**config.mk**
```make
export PLATFORM = sky130hd
export DESIGN_NAME = polyphase_interpolator_core
export DESIGN_NICKNAME = d
export VERILOG_FILES = /design/src/sv/pic_pkg.sv /design/src/sv/pic_ram.sv /design/src/sv/pic_mac.sv /design/src/sv/polyphase_interpolator_core.sv
export VERILOG_INCLUDE_DIRS = /design/src /design/src/sv
export SDC_FILE = /design/constraint.sdc
export NUM_CORES = 2
export LEC_CHECK = 0
export BUFFER_PORTS_ARGS = -buffer_cell sky130_fd_sc_hd__buf_2
export CAP_MARGIN = 20
export CORE_MARGIN = 8
export CORE_UTILIZATION = 50
export CTS_CLUSTER_SIZE = 12
export DETAILED_ROUTE_END_ITERATION = 7
export PLACE_DENSITY = 0.65
export SLEW_MARGIN = 15
export SYNTH_ARGS = -nofsm -noshare
export SYNTH_HDL_FRONTEND = slang
export SYNTH_MEMORY_MAX_BITS = 65536
export SYNTH_SLANG_ARGS = --single-unit
export TNS_END_PERCENT = 20
```
**constraint.sdc**
```tcl
create_clock -name i_clk -period 10.9 [get_ports i_clk]
set_input_delay 1.09 -clock i_clk [delete_from_list [all_inputs] [get_ports i_clk]]
set_output_delay 1.09 -clock i_clk [all_outputs]
set_load 0.05 [all_outputs]
```
**src/sv/polyphase_interpolator_core_defines.svh**
```systemverilog
// assertion macros for the core rtl file
`ifndef POLYPHASE_INTERPOLATOR_CORE_DEFINES_SVH
`define POLYPHASE_INTERPOLATOR_CORE_DEFINES_SVH

// consequent checked in the same cycle as the antecedent
`define PIC_ASSERT_SAME(lbl, clk, rst_n, ante, cons, msg) \
    lbl: assert property (@(posedge clk) disable iff (!rst_n) (ante) |-> (cons)) \
        else $error(msg);

// consequent checked in the cycle after the antecedent
`define PIC_ASSERT_NEXT(lbl, clk, rst_n, ante, cons, msg) \
    lbl: assert property (@(posedge clk) disable iff (!rst_n) (ante) |=> (cons)) \
        else $error(msg);

`endif

```
**src/sv/pic_pkg.sv**
```systemverilog
package pic_pkg;

    localparam int MAX_TAPS    = 32;
    localparam int MAX_PHASES  = 8;
    localparam int SAMPLE_BITS = 16;
    localparam int COEF_BITS   = 16;
    localparam int ACC_W       = 40;
    localparam int PROD_W      = SAMPLE_BITS + COEF_BITS;

    localparam int TABLE_DEPTH = MAX_TAPS * MAX_PHASES;
    localparam int LINE_AW     = $clog2(MAX_TAPS);
    localparam int COEF_AW     = $clog2(TABLE_DEPTH);
    localparam int PH_W        = $clog2(MAX_PHASES);
    localparam int FILL_W      = $clog2(MAX_TAPS + 1);
    localparam int HALF_MAX    = MAX_TAPS / 2;

    // configuration registers
    localparam int HT_W      = 5;
    localparam int NPH_W     = 4;
    localparam int CFG_W     = 5;
    localparam int CFG_IDX_W = 1;

    localparam logic [CFG_IDX_W-1:0] CFG_HALF_TAPS = 1'b0;
    localparam logic [CFG_IDX_W-1:0] CFG_PHASES    = 1'b1;

    // input item kinds
    localparam logic OP_SAMPLE = 1'b0;
    localparam logic OP_COEF   = 1'b1;

    typedef struct packed {
        logic                          op;
        logic signed [SAMPLE_BITS-1:0] sample;
        logic                          last_sample;
        logic [7:0]                    coef_index;
        logic signed [COEF_BITS-1:0]   coef_value;
    } t_in;

    typedef struct packed {
        logic signed [ACC_W-1:0] out_value;
        logic [2:0]              out_phase;
        logic                    out_last;
    } t_out;

    // control traveling with one product through the mac pipeline
    typedef struct packed {
        logic valid;
        logic first;
        logic last;
    } t_mac_ctl;

endpackage

```
**src/sv/pic_ram.sv**
```systemverilog
module pic_ram #(
    parameter int ADDR_W = 5,
    parameter int DATA_W = 16
) (
    input  logic              i_clk,
    input  logic              i_we,
    input  logic [ADDR_W-1:0] i_waddr,
    input  logic [DATA_W-1:0] i_wdata,
    input  logic              i_re,
    input  logic [ADDR_W-1:0] i_raddr,
    output logic [DATA_W-1:0] o_rdata
);

    logic [DATA_W-1:0] r_mem [2**ADDR_W];
    logic [DATA_W-1:0] r_rdata;

    always_ff @(posedge i_clk) begin
        if (i_we) begin
            r_mem[i_waddr] <= i_wdata;
        end
        if (i_re) begin
            r_rdata <= r_mem[i_raddr];
        end
    end

    assign o_rdata = r_rdata;

endmodule

```
**src/sv/pic_mac.sv**
```systemverilog
module pic_mac (
    input  logic                                 i_clk,
    input  logic                                 i_rst_n,
    input  pic_pkg::t_mac_ctl                    i_ctl,
    input  logic [pic_pkg::SAMPLE_BITS-1:0]      i_sample,
    input  logic [pic_pkg::COEF_BITS-1:0]        i_coef,
    input  logic                                 i_take,
    output logic signed [pic_pkg::ACC_W-1:0]     o_acc,
    output logic                                 o_acc_valid
);

    pic_pkg::t_mac_ctl                   r_ctl1;
    pic_pkg::t_mac_ctl                   r_ctl2;
    logic signed [pic_pkg::PROD_W-1:0]   r_prod;
    logic signed [pic_pkg::ACC_W-1:0]    r_acc;
    logic                                r_acc_valid;

    // stage 1 lines up with the registered memory read
    always_ff @(posedge i_clk) begin
        if (!i_rst_n) begin
            r_ctl1      <= '0;
            r_ctl2      <= '0;
            r_acc_valid <= 1'b0;
        end else begin
            r_ctl1 <= i_ctl;
            r_ctl2 <= r_ctl1;
            if (r_ctl2.valid && r_ctl2.last) begin
                r_acc_valid <= 1'b1;
            end else if (i_take) begin
                r_acc_valid <= 1'b0;
            end
        end
    end

    // multiply, then accumulate
    always_ff @(posedge i_clk) begin
        r_prod <= $signed(i_sample) * $signed(i_coef);
        if (r_ctl2.valid) begin
            r_acc <= (r_ctl2.first ? '0 : r_acc) + pic_pkg::ACC_W'(r_prod);
        end
    end

    assign o_acc       = r_acc;
    assign o_acc_valid = r_acc_valid;

endmodule

```
**src/sv/polyphase_interpolator_core.sv**
```systemverilog
// channel  | dir | handshake               | payload
// ---------+-----+-------------------------+------------------------------
// in       | in  | i_in_valid / o_in_ready | i_in  (pic_pkg::t_in)
// out      | out | o_out_valid/ i_out_ready| o_out (pic_pkg::t_out)
// cfg      | in  | i_cfg_we (no wait)      | i_cfg_index, i_cfg_data
//
// a coefficient transfer or a sample that does not fill the line leaves the core in idle
// a sample that fires runs every phase in turn: one product per cycle through the shared
//   multiplier while a phase issues, then a drain through the read, multiply and
//   accumulate registers before the phase result moves to the output register
// up to 32 taps and 8 phases
// reset is synchronous active low; no clearing pass, the fill count hides stale samples
// a stalled output holds the next phase in the accumulator; no transfer is taken
//   on the input side until the last phase is in the output register
module polyphase_interpolator_core (
    input  logic                             i_clk,
    input  logic                             i_rst_n,
    input  logic                             i_in_valid,
    output logic                             o_in_ready,
    input  pic_pkg::t_in                     i_in,
    output logic                             o_out_valid,
    input  logic                             i_out_ready,
    output pic_pkg::t_out                    o_out,
    input  logic                             i_cfg_we,
    input  logic [pic_pkg::CFG_IDX_W-1:0]    i_cfg_index,
    input  logic [pic_pkg::CFG_W-1:0]        i_cfg_data
);

    `include "polyphase_interpolator_core_defines.svh"

    // sequencer states
    localparam logic [1:0] ST_IDLE  = 2'd0;
    localparam logic [1:0] ST_ISSUE = 2'd1;
    localparam logic [1:0] ST_DRAIN = 2'd2;

    logic [1:0]                        r_state;
    logic [pic_pkg::HT_W-1:0]          r_half_taps;
    logic [pic_pkg::NPH_W-1:0]         r_phases;

    // circular delay line: r_head holds the newest sample
    logic [pic_pkg::LINE_AW-1:0]       r_head;
    logic [pic_pkg::FILL_W-1:0]        r_fill;
    logic [pic_pkg::FILL_W-1:0]        n_fill;

    // per-block loop bounds, latched at start
    logic [pic_pkg::LINE_AW-1:0]       r_taps_m1;
    logic [pic_pkg::NPH_W-1:0]         r_nph;
    logic [pic_pkg::PH_W-1:0]          r_nph_m1;

    // loop counters
    logic [pic_pkg::LINE_AW-1:0]       r_tap;
    logic [pic_pkg::PH_W-1:0]          r_ph;
    logic [pic_pkg::COEF_AW-1:0]       r_caddr;

    logic                              r_out_valid;
    pic_pkg::t_out                     r_out;

    logic                              in_xfer;
    logic                              sample_xfer;
    logic                              coef_xfer;
    logic [pic_pkg::HT_W-1:0]          ht_sat;
    logic [pic_pkg::NPH_W-1:0]         nph_sat;
    logic [pic_pkg::FILL_W-1:0]        taps;
    logic [pic_pkg::LINE_AW-1:0]       line_waddr;
    logic [pic_pkg::LINE_AW-1:0]       line_raddr;
    logic [pic_pkg::SAMPLE_BITS-1:0]   line_rdata;
    logic [pic_pkg::COEF_BITS-1:0]     coef_rdata;
    logic                              issue;
    pic_pkg::t_mac_ctl                 mac_ctl;
    logic signed [pic_pkg::ACC_W-1:0]  acc;
    logic                              acc_valid;
    logic                              out_load;
    logic                              last_phase;

    assign o_in_ready  = (r_state == ST_IDLE);
    assign in_xfer     = i_in_valid && o_in_ready;
    assign sample_xfer = in_xfer && (i_in.op == pic_pkg::OP_SAMPLE);
    assign coef_xfer   = in_xfer && (i_in.op == pic_pkg::OP_COEF);

    // clamp the registers into their legal ranges
    always_comb begin
        if (r_half_taps == '0) begin
            ht_sat = pic_pkg::HT_W'(1);
        end else if (r_half_taps > pic_pkg::HT_W'(pic_pkg::HALF_MAX)) begin
            ht_sat = pic_pkg::HT_W'(pic_pkg::HALF_MAX);
        end else begin
            ht_sat = r_half_taps;
        end
        if (r_phases == '0) begin
            nph_sat = pic_pkg::NPH_W'(1);
        end else if (r_phases > pic_pkg::NPH_W'(pic_pkg::MAX_PHASES)) begin
            nph_sat = pic_pkg::NPH_W'(pic_pkg::MAX_PHASES);
        end else begin
            nph_sat = r_phases;
        end
    end

    assign taps = pic_pkg::FILL_W'({ht_sat, 1'b0});

    // fill count saturates at the line depth
    assign n_fill = (r_fill < pic_pkg::FILL_W'(pic_pkg::MAX_TAPS)) ?
                    r_fill + pic_pkg::FILL_W'(1) : r_fill;

    // configuration writes
    always_ff @(posedge i_clk) begin
        if (!i_rst_n) begin
            r_half_taps <= pic_pkg::HT_W'(pic_pkg::HALF_MAX);
            r_phases    <= pic_pkg::NPH_W'(pic_pkg::MAX_PHASES);
        end else if (i_cfg_we) begin
            case (i_cfg_index)
                pic_pkg::CFG_HALF_TAPS: r_half_taps <= i_cfg_data[pic_pkg::HT_W-1:0];
                pic_pkg::CFG_PHASES:    r_phases    <= i_cfg_data[pic_pkg::NPH_W-1:0];
                default: ;
            endcase
        end
    end

    // memory addressing: sample i steps old sits i entries behind the head
    assign line_waddr = r_head + pic_pkg::LINE_AW'(1);
    assign line_raddr = r_head - r_tap;
    assign issue      = (r_state == ST_ISSUE);

    pic_ram #(
        .ADDR_W (pic_pkg::LINE_AW),
        .DATA_W (pic_pkg::SAMPLE_BITS)
    ) u_line_ram (
        .i_clk   (i_clk),
        .i_we    (sample_xfer),
        .i_waddr (line_waddr),
        .i_wdata (i_in.sample),
        .i_re    (issue),
        .i_raddr (line_raddr),
        .o_rdata (line_rdata)
    );

    // the address is 8 bits wide and the table has 256 words: every write lands
    pic_ram #(
        .ADDR_W (pic_pkg::COEF_AW),
        .DATA_W (pic_pkg::COEF_BITS)
    ) u_coef_ram (
        .i_clk   (i_clk),
        .i_we    (coef_xfer),
        .i_waddr (i_in.coef_index[pic_pkg::COEF_AW-1:0]),
        .i_wdata (i_in.coef_value),
        .i_re    (issue),
        .i_raddr (r_caddr),
        .o_rdata (coef_rdata)
    );

    always_comb begin
        mac_ctl.valid = issue;
        mac_ctl.first = (r_tap == '0);
        mac_ctl.last  = (r_tap == r_taps_m1);
    end

    pic_mac u_mac (
        .i_clk       (i_clk),
        .i_rst_n     (i_rst_n),
        .i_ctl       (mac_ctl),
        .i_sample    (line_rdata),
        .i_coef      (coef_rdata),
        .i_take      (out_load),
        .o_acc       (acc),
        .o_acc_valid (acc_valid)
    );

    // finished phase moves into the output register once it is free
    assign out_load   = (r_state == ST_DRAIN) && acc_valid && (!r_out_valid || i_out_ready);
    assign last_phase = (r_ph == r_nph_m1);

    // sequencer
    always_ff @(posedge i_clk) begin
        if (!i_rst_n) begin
            r_state <= ST_IDLE;
            r_head  <= '0;
            r_fill  <= '0;
            r_tap   <= '0;
            r_ph    <= '0;
            r_caddr <= '0;
        end else begin
            case (r_state)
                ST_IDLE: begin
                    if (sample_xfer) begin
                        r_head <= line_waddr;
                        if (i_in.last_sample) begin
                            // stream ends: sample kept, line logically emptied
                            r_fill <= '0;
                        end else begin
                            r_fill <= n_fill;
                            if (n_fill >= taps) begin
                                r_state <= ST_ISSUE;
                            end
                        end
                        r_taps_m1 <= pic_pkg::LINE_AW'(taps - pic_pkg::FILL_W'(1));
                        r_nph     <= nph_sat;
                        r_nph_m1  <= pic_pkg::PH_W'(nph_sat - pic_pkg::NPH_W'(1));
                        r_tap     <= '0;
                        r_ph      <= '0;
                        r_caddr   <= '0;
                    end
                end
                ST_ISSUE: begin
                    if (mac_ctl.last) begin
                        r_state <= ST_DRAIN;
                    end else begin
                        r_tap   <= r_tap + pic_pkg::LINE_AW'(1);
                        r_caddr <= r_caddr + pic_pkg::COEF_AW'(r_nph);
                    end
                end
                ST_DRAIN: begin
                    if (out_load) begin
                        if (last_phase) begin
                            r_state <= ST_IDLE;
                        end else begin
                            r_state <= ST_ISSUE;
                            r_tap   <= '0;
                            r_ph    <= r_ph + pic_pkg::PH_W'(1);
                            r_caddr <= pic_pkg::COEF_AW'(r_ph) + pic_pkg::COEF_AW'(1);
                        end
                    end
                end
                default: begin
                    r_state <= ST_IDLE;
                end
            endcase
        end
    end

    // output register
    always_ff @(posedge i_clk) begin
        if (!i_rst_n) begin
            r_out_valid <= 1'b0;
        end else if (out_load) begin
            r_out_valid <= 1'b1;
        end else if (i_out_ready) begin
            r_out_valid <= 1'b0;
        end
    end

    always_ff @(posedge i_clk) begin
        if (out_load) begin
            r_out.out_value <= acc;
            r_out.out_phase <= 3'(r_ph);
            r_out.out_last  <= last_phase;
        end
    end

    assign o_out_valid = r_out_valid;
    assign o_out       = r_out;

    `PIC_ASSERT_SAME(a_issue_no_pending, i_clk, i_rst_n, r_state == ST_ISSUE, !acc_valid, "issue with unread accumulator")
    `PIC_ASSERT_SAME(a_tap_in_range, i_clk, i_rst_n, r_state == ST_ISSUE, r_tap <= r_taps_m1, "tap counter past tap count")
    `PIC_ASSERT_SAME(a_phase_in_range, i_clk, i_rst_n, r_state != ST_IDLE, r_ph <= r_nph_m1, "phase counter past phase count")
    `PIC_ASSERT_SAME(a_acc_only_drain, i_clk, i_rst_n, acc_valid, r_state == ST_DRAIN, "accumulator done outside drain")
    `PIC_ASSERT_NEXT(a_last_clears, i_clk, i_rst_n, sample_xfer && i_in.last_sample, r_fill == '0 && r_state == ST_IDLE, "last sample did not empty the line")

endmodule
```
==> flow_summary.json <==
{
  "cp_data_arrival_time_ns": 7.85,
  "wl_per_cell_um": 31.8,
  "path_buf_inv": 4,
  "clock-sinks": 4813,
  "synth.distinct_cells": 59,
  "via_per_inst": 6.19,
  "first_iter_violations": 11200,
  "fill_cells": 28300,
  "peakVddDrop_mv": 0.521,
  "fin_crit_sh_pct": 64.0,
  "p_per_area_mw_per_mm2": 206,
  "critPathMaxStageDelay_ns": 0.73,
  "hp-class": "flop to flop",
  "finalSetupViolCount": 0,
  "ys_seq_area_share_pct": 73.7,
  "final.setup.tns_ns": 0,
  "synth.avg_cell_area_um2": 22.1,
  "cp_slowest_cell": "a2111oi_0",
  "cp-start-kind": "flop",
  "clock.fmax_ghz": 0.143,
  "setup_slack_ns": 3.92,
  "path_class": "flop to flop",
  "worstPathRequired_ns": 11.77,
  "preCtsSetupSlack_ns": 3.99,
  "comb_power_share_pct": 20.2,
  "path_cells": "and2_1 -> fa_1 -> inv_1 -> fa_1 -> fa_1 -> inv_1 -> fa_1 -> fa_1 -> inv_1 -> fa_1 -> inv_1 -> ha_1 -> or3_1 -> o21a_1 -> a31o_2 -> a2111oi_0 -> o211ai_1 -> a31o_2 -> a21oi_1 -> xnor2_1",
  "cts_setup_buffers": 0,
  "status": "completed",
  "postRouteAntennaNets": 0,
  "numCtsBuffers": 476,
  "syn_nets": 9307,
  "routed_wl_mm": 474,
  "die-area_mm2": 0.411,
  "start_util_pct": 50.2,
  "grt_usage_pct": 22.9,
  "grt_pass1_vias": 94500,
  "chipHeight_um": 641,
  "synth_seq_cells": 4813,
  "synthTopCellsByArea": "edfxtp_1 73%, mux4_2 17%, fa_1 2.7%",
  "drtPass1Iterations": 5,
  "gr-total-overflow": 0,
  "dp_hpwl_mm": 278,
  "cpMostUsedCell": "fa_1",
  "finalClockSkew_ns": 0.107,
  "max_cap_viol_count": 0,
  "syn_area_mm2": 0.195,
  "slew-limit-headroom_pct": 11.1,
  "internal_power_mw": 32.9,
  "port_buffers": 98,
  "pwr-share-clk_pct": 33.5,
  "clock_path_buffers": 4,
  "period_needed_ns": 6.98,
  "seqPwrFrac_pct": 46.3,
  "synth-edff-count": 4735,
  "crit_fanout": 16,
  "netlist.area_leader.share_pct": 72.9,
  "core_area_mm2": 0.389,
  "finalMaxSlewViolations": 0,
  "fin_nets": 9858,
  "synth_warnings": 0,
  "hold_buffers": 0,
  "cts.clk_slew.worst_paths_ns": 0.06,
  "ys.flop_type": "edfxtp_1",
  "layout-drive-gt1-share_pct": 27.7,
  "p_sw_share_pct": 26.7,
  "cp_top_family": "adder cells",
  "vias": 92100,
  "synthArstFlopShare_pct": 0,
  "synth_cells": 8841,
  "place_congestion": 0.821,
  "rows": 229,
  "clk_latency_ns": 1.03,
  "cts_tree": "yes",
  "htree_levels": 5,
  "rsz0062_at_grt": "no",
  "tightestPinTransition_ns": 1.33,
  "cts_root_buf": "clkbuf_16",
  "p_switching_mw": 12.0,
  "io_pins": 99,
  "drc": 0,
  "area_growth_pct": 11.8,
  "p_leak_nw": 67.7,
  "hold_violations": 0,
  "grt_start_max_net_pins": 165,
  "antenna_found_initial": 37,
  "grt_pass1_wl_mm": 684,
  "cp-end-kind": "flop",
  "die_width_um": 641,
  "cts-resized-gates": 0,
  "yosysTopAreaCell": "edfxtp_1"
}
sequential cells by signal, indices dropped and copies added (netlist names), 4 cells and up:
signal	flops
u_coef_ram.r_mem	4096
u_line_ram.r_mem	512
o_out	44
u_mac.o_acc	40
u_mac.r_prod	32
u_coef_ram.o_rdata	16
u_line_ram.o_rdata	16
r_caddr	8
r_fill	6
r_half_taps	5
r_head	5
r_tap	5
r_nph	4
r_phases	4
r_taps_m1	4
cell families after synthesis:
| kind of cell | count (synthesis) | share of synthesized area [%] |
|---|---|---|
| compound gates | 290 | 1.01 |
| xor+xnor | 101 | 0.453 |
| fa+ha+maj | 413 | 3.67 |
| buf+inv | 753 | 1.62 |
| flops | 4813 | 73.7 |
| mux | 1541 | 17.4 |
| simple gates | 930 | 2.23 |
path summary, 6_finish.rpt:
kind                                              from          endpoint  slack, ns  cells after the start
worst max-delay path            u_line_ram.o_rdata[14]  u_mac.r_prod[30]       3.92                     20
worst min-delay path                   u_mac.r_ctl1[2]   u_mac.r_ctl2[2]       0.43                      1
worst max register to register  u_line_ram.o_rdata[14]  u_mac.r_prod[30]       3.92                     20
worst min register to register         u_mac.r_ctl1[2]   u_mac.r_ctl2[2]       0.43                      1
Yosys cell counts (9+ instances only):
master / instances
a2111oi_0: 17
nor3_1: 15
mux2_2: 16
mux4_2: 1472
a211oi_1: 37
a21oi_1: 66
and2_1: 137
buf_6: 9
a21boi_0: 12
nor2_1: 361
o21a_1: 12
buf_2: 119
fa_1: 265
ha_1: 148
nand2b_1: 19
nand3_1: 40
o21ai_0: 40
a21o_1: 37
nand2_1: 210
buf_1: 42
clkbuf_1: 230
nand4_1: 12
nor2b_1: 103
buf_4: 32
a22o_1: 19
o21bai_1: 9
dfxtp_1: 78
xor2_1: 27
xnor2_1: 74
edfxtp_1: 4735
mux2i_1: 53
inv_1: 321
power groups by stage:
| stage | registers, mW | logic [mW] | clock network [mW] |
|---|---|---|---|
| finish | 20.7 | 9.07 | 15.0 |
| global route | 20.7 | 10.3 | 16.0 |
| CTS | 20.7 | 9.18 | 15.3 |
| detailed placement | 21.1 | 9.12 | 0 |
| global placement | 21.1 | 8.94 | 0 |
| floorplan | 21.1 | 6.82 | 0 |
metrics by stage:
| step | instances | cell area, µm² | total power, mW | utilization (%) | hold WS (ns) |
|---|---|---|---|---|---|
| 5_1_grt | 14900 | 218000 | 47.0 | 56.1 | 0.415 |
| 6_report | 14900 | 218000 | 44.8 | 56.1 | 0.432 |
| 4_1_cts | 14900 | 218000 | 45.2 | 56.1 | 0.347 |
| 2_1_floorplan | 8841 | 195000 | 27.9 | - | 0.412 |
| 3_3_place_gp | 14100 | 204000 | 30.1 | 52.4 | 0.419 |
| 3_5_place_dp | 14100 | 204000 | 30.3 | 52.5 | 0.422 |
metal layers:
metal  routed length [µm]  share of wire [%]  up-vias  track usage (%)
li1                     -                  -    37400                -
met1               196000                 41    50000             33.8
met2               224000                 47     4094             36.0
met3                41700                8.8      651             4.40
met4                11700                2.5        6             5.28
met5                   41             0.0087        -                0
worst register-to-register path, delay by kind of cell (launching register included):
family | cells | cell delay, ns
compound gates | 6 | 1.90
xor+xnor | 1 | 0.14
fa+ha+maj | 7 | 3.32
buf+inv | 4 | 0.23
flops | 1 | 0.69
simple gates | 2 | 0.63
cell type report:
type / count / area [µm²] / area share [%]
Inverter: 321 / 1200 / 0.552
Multi-Input combinational cell: 3275 / 48600 / 22.3
Tap cell: 5197 / 6500 / 2.98
Antenna cell: 12 / 30.0 / 0.0138
Sequential cell: 4813 / 144000 / 65.9
Timing Repair Buffer: 505 / 4080 / 1.87
Clock inverter: 131 / 1240 / 0.571
Clock buffer: 636 / 12700 / 5.81
cell usage in the layout, fill, tap and decap left out, types with 15 or more instances in the layout:
cell	count
nor2_2	93
clkinv_1	68
nor2_1	265
a22o_1	19
buf_4	368
buf_8	28
nand3_1	36
clkbuf_16	480
edfxtp_1	4735
ha_1	146
xnor2_1	71
o21ai_0	40
a21o_1	37
mux2i_1	53
mux4_2	1472
clkbuf_1	149
and2_1	137
nand2_1	198
nor3_1	15
buf_2	84
a21oi_1	66
nor2b_1	103
clkinv_2	19
buf_12	19
a211oi_1	37
fa_1	264
inv_1	320
nand2b_1	19
dfxtp_1	71
mux2_2	16
xor2_1	27
(Power assumes the default switching activity.)
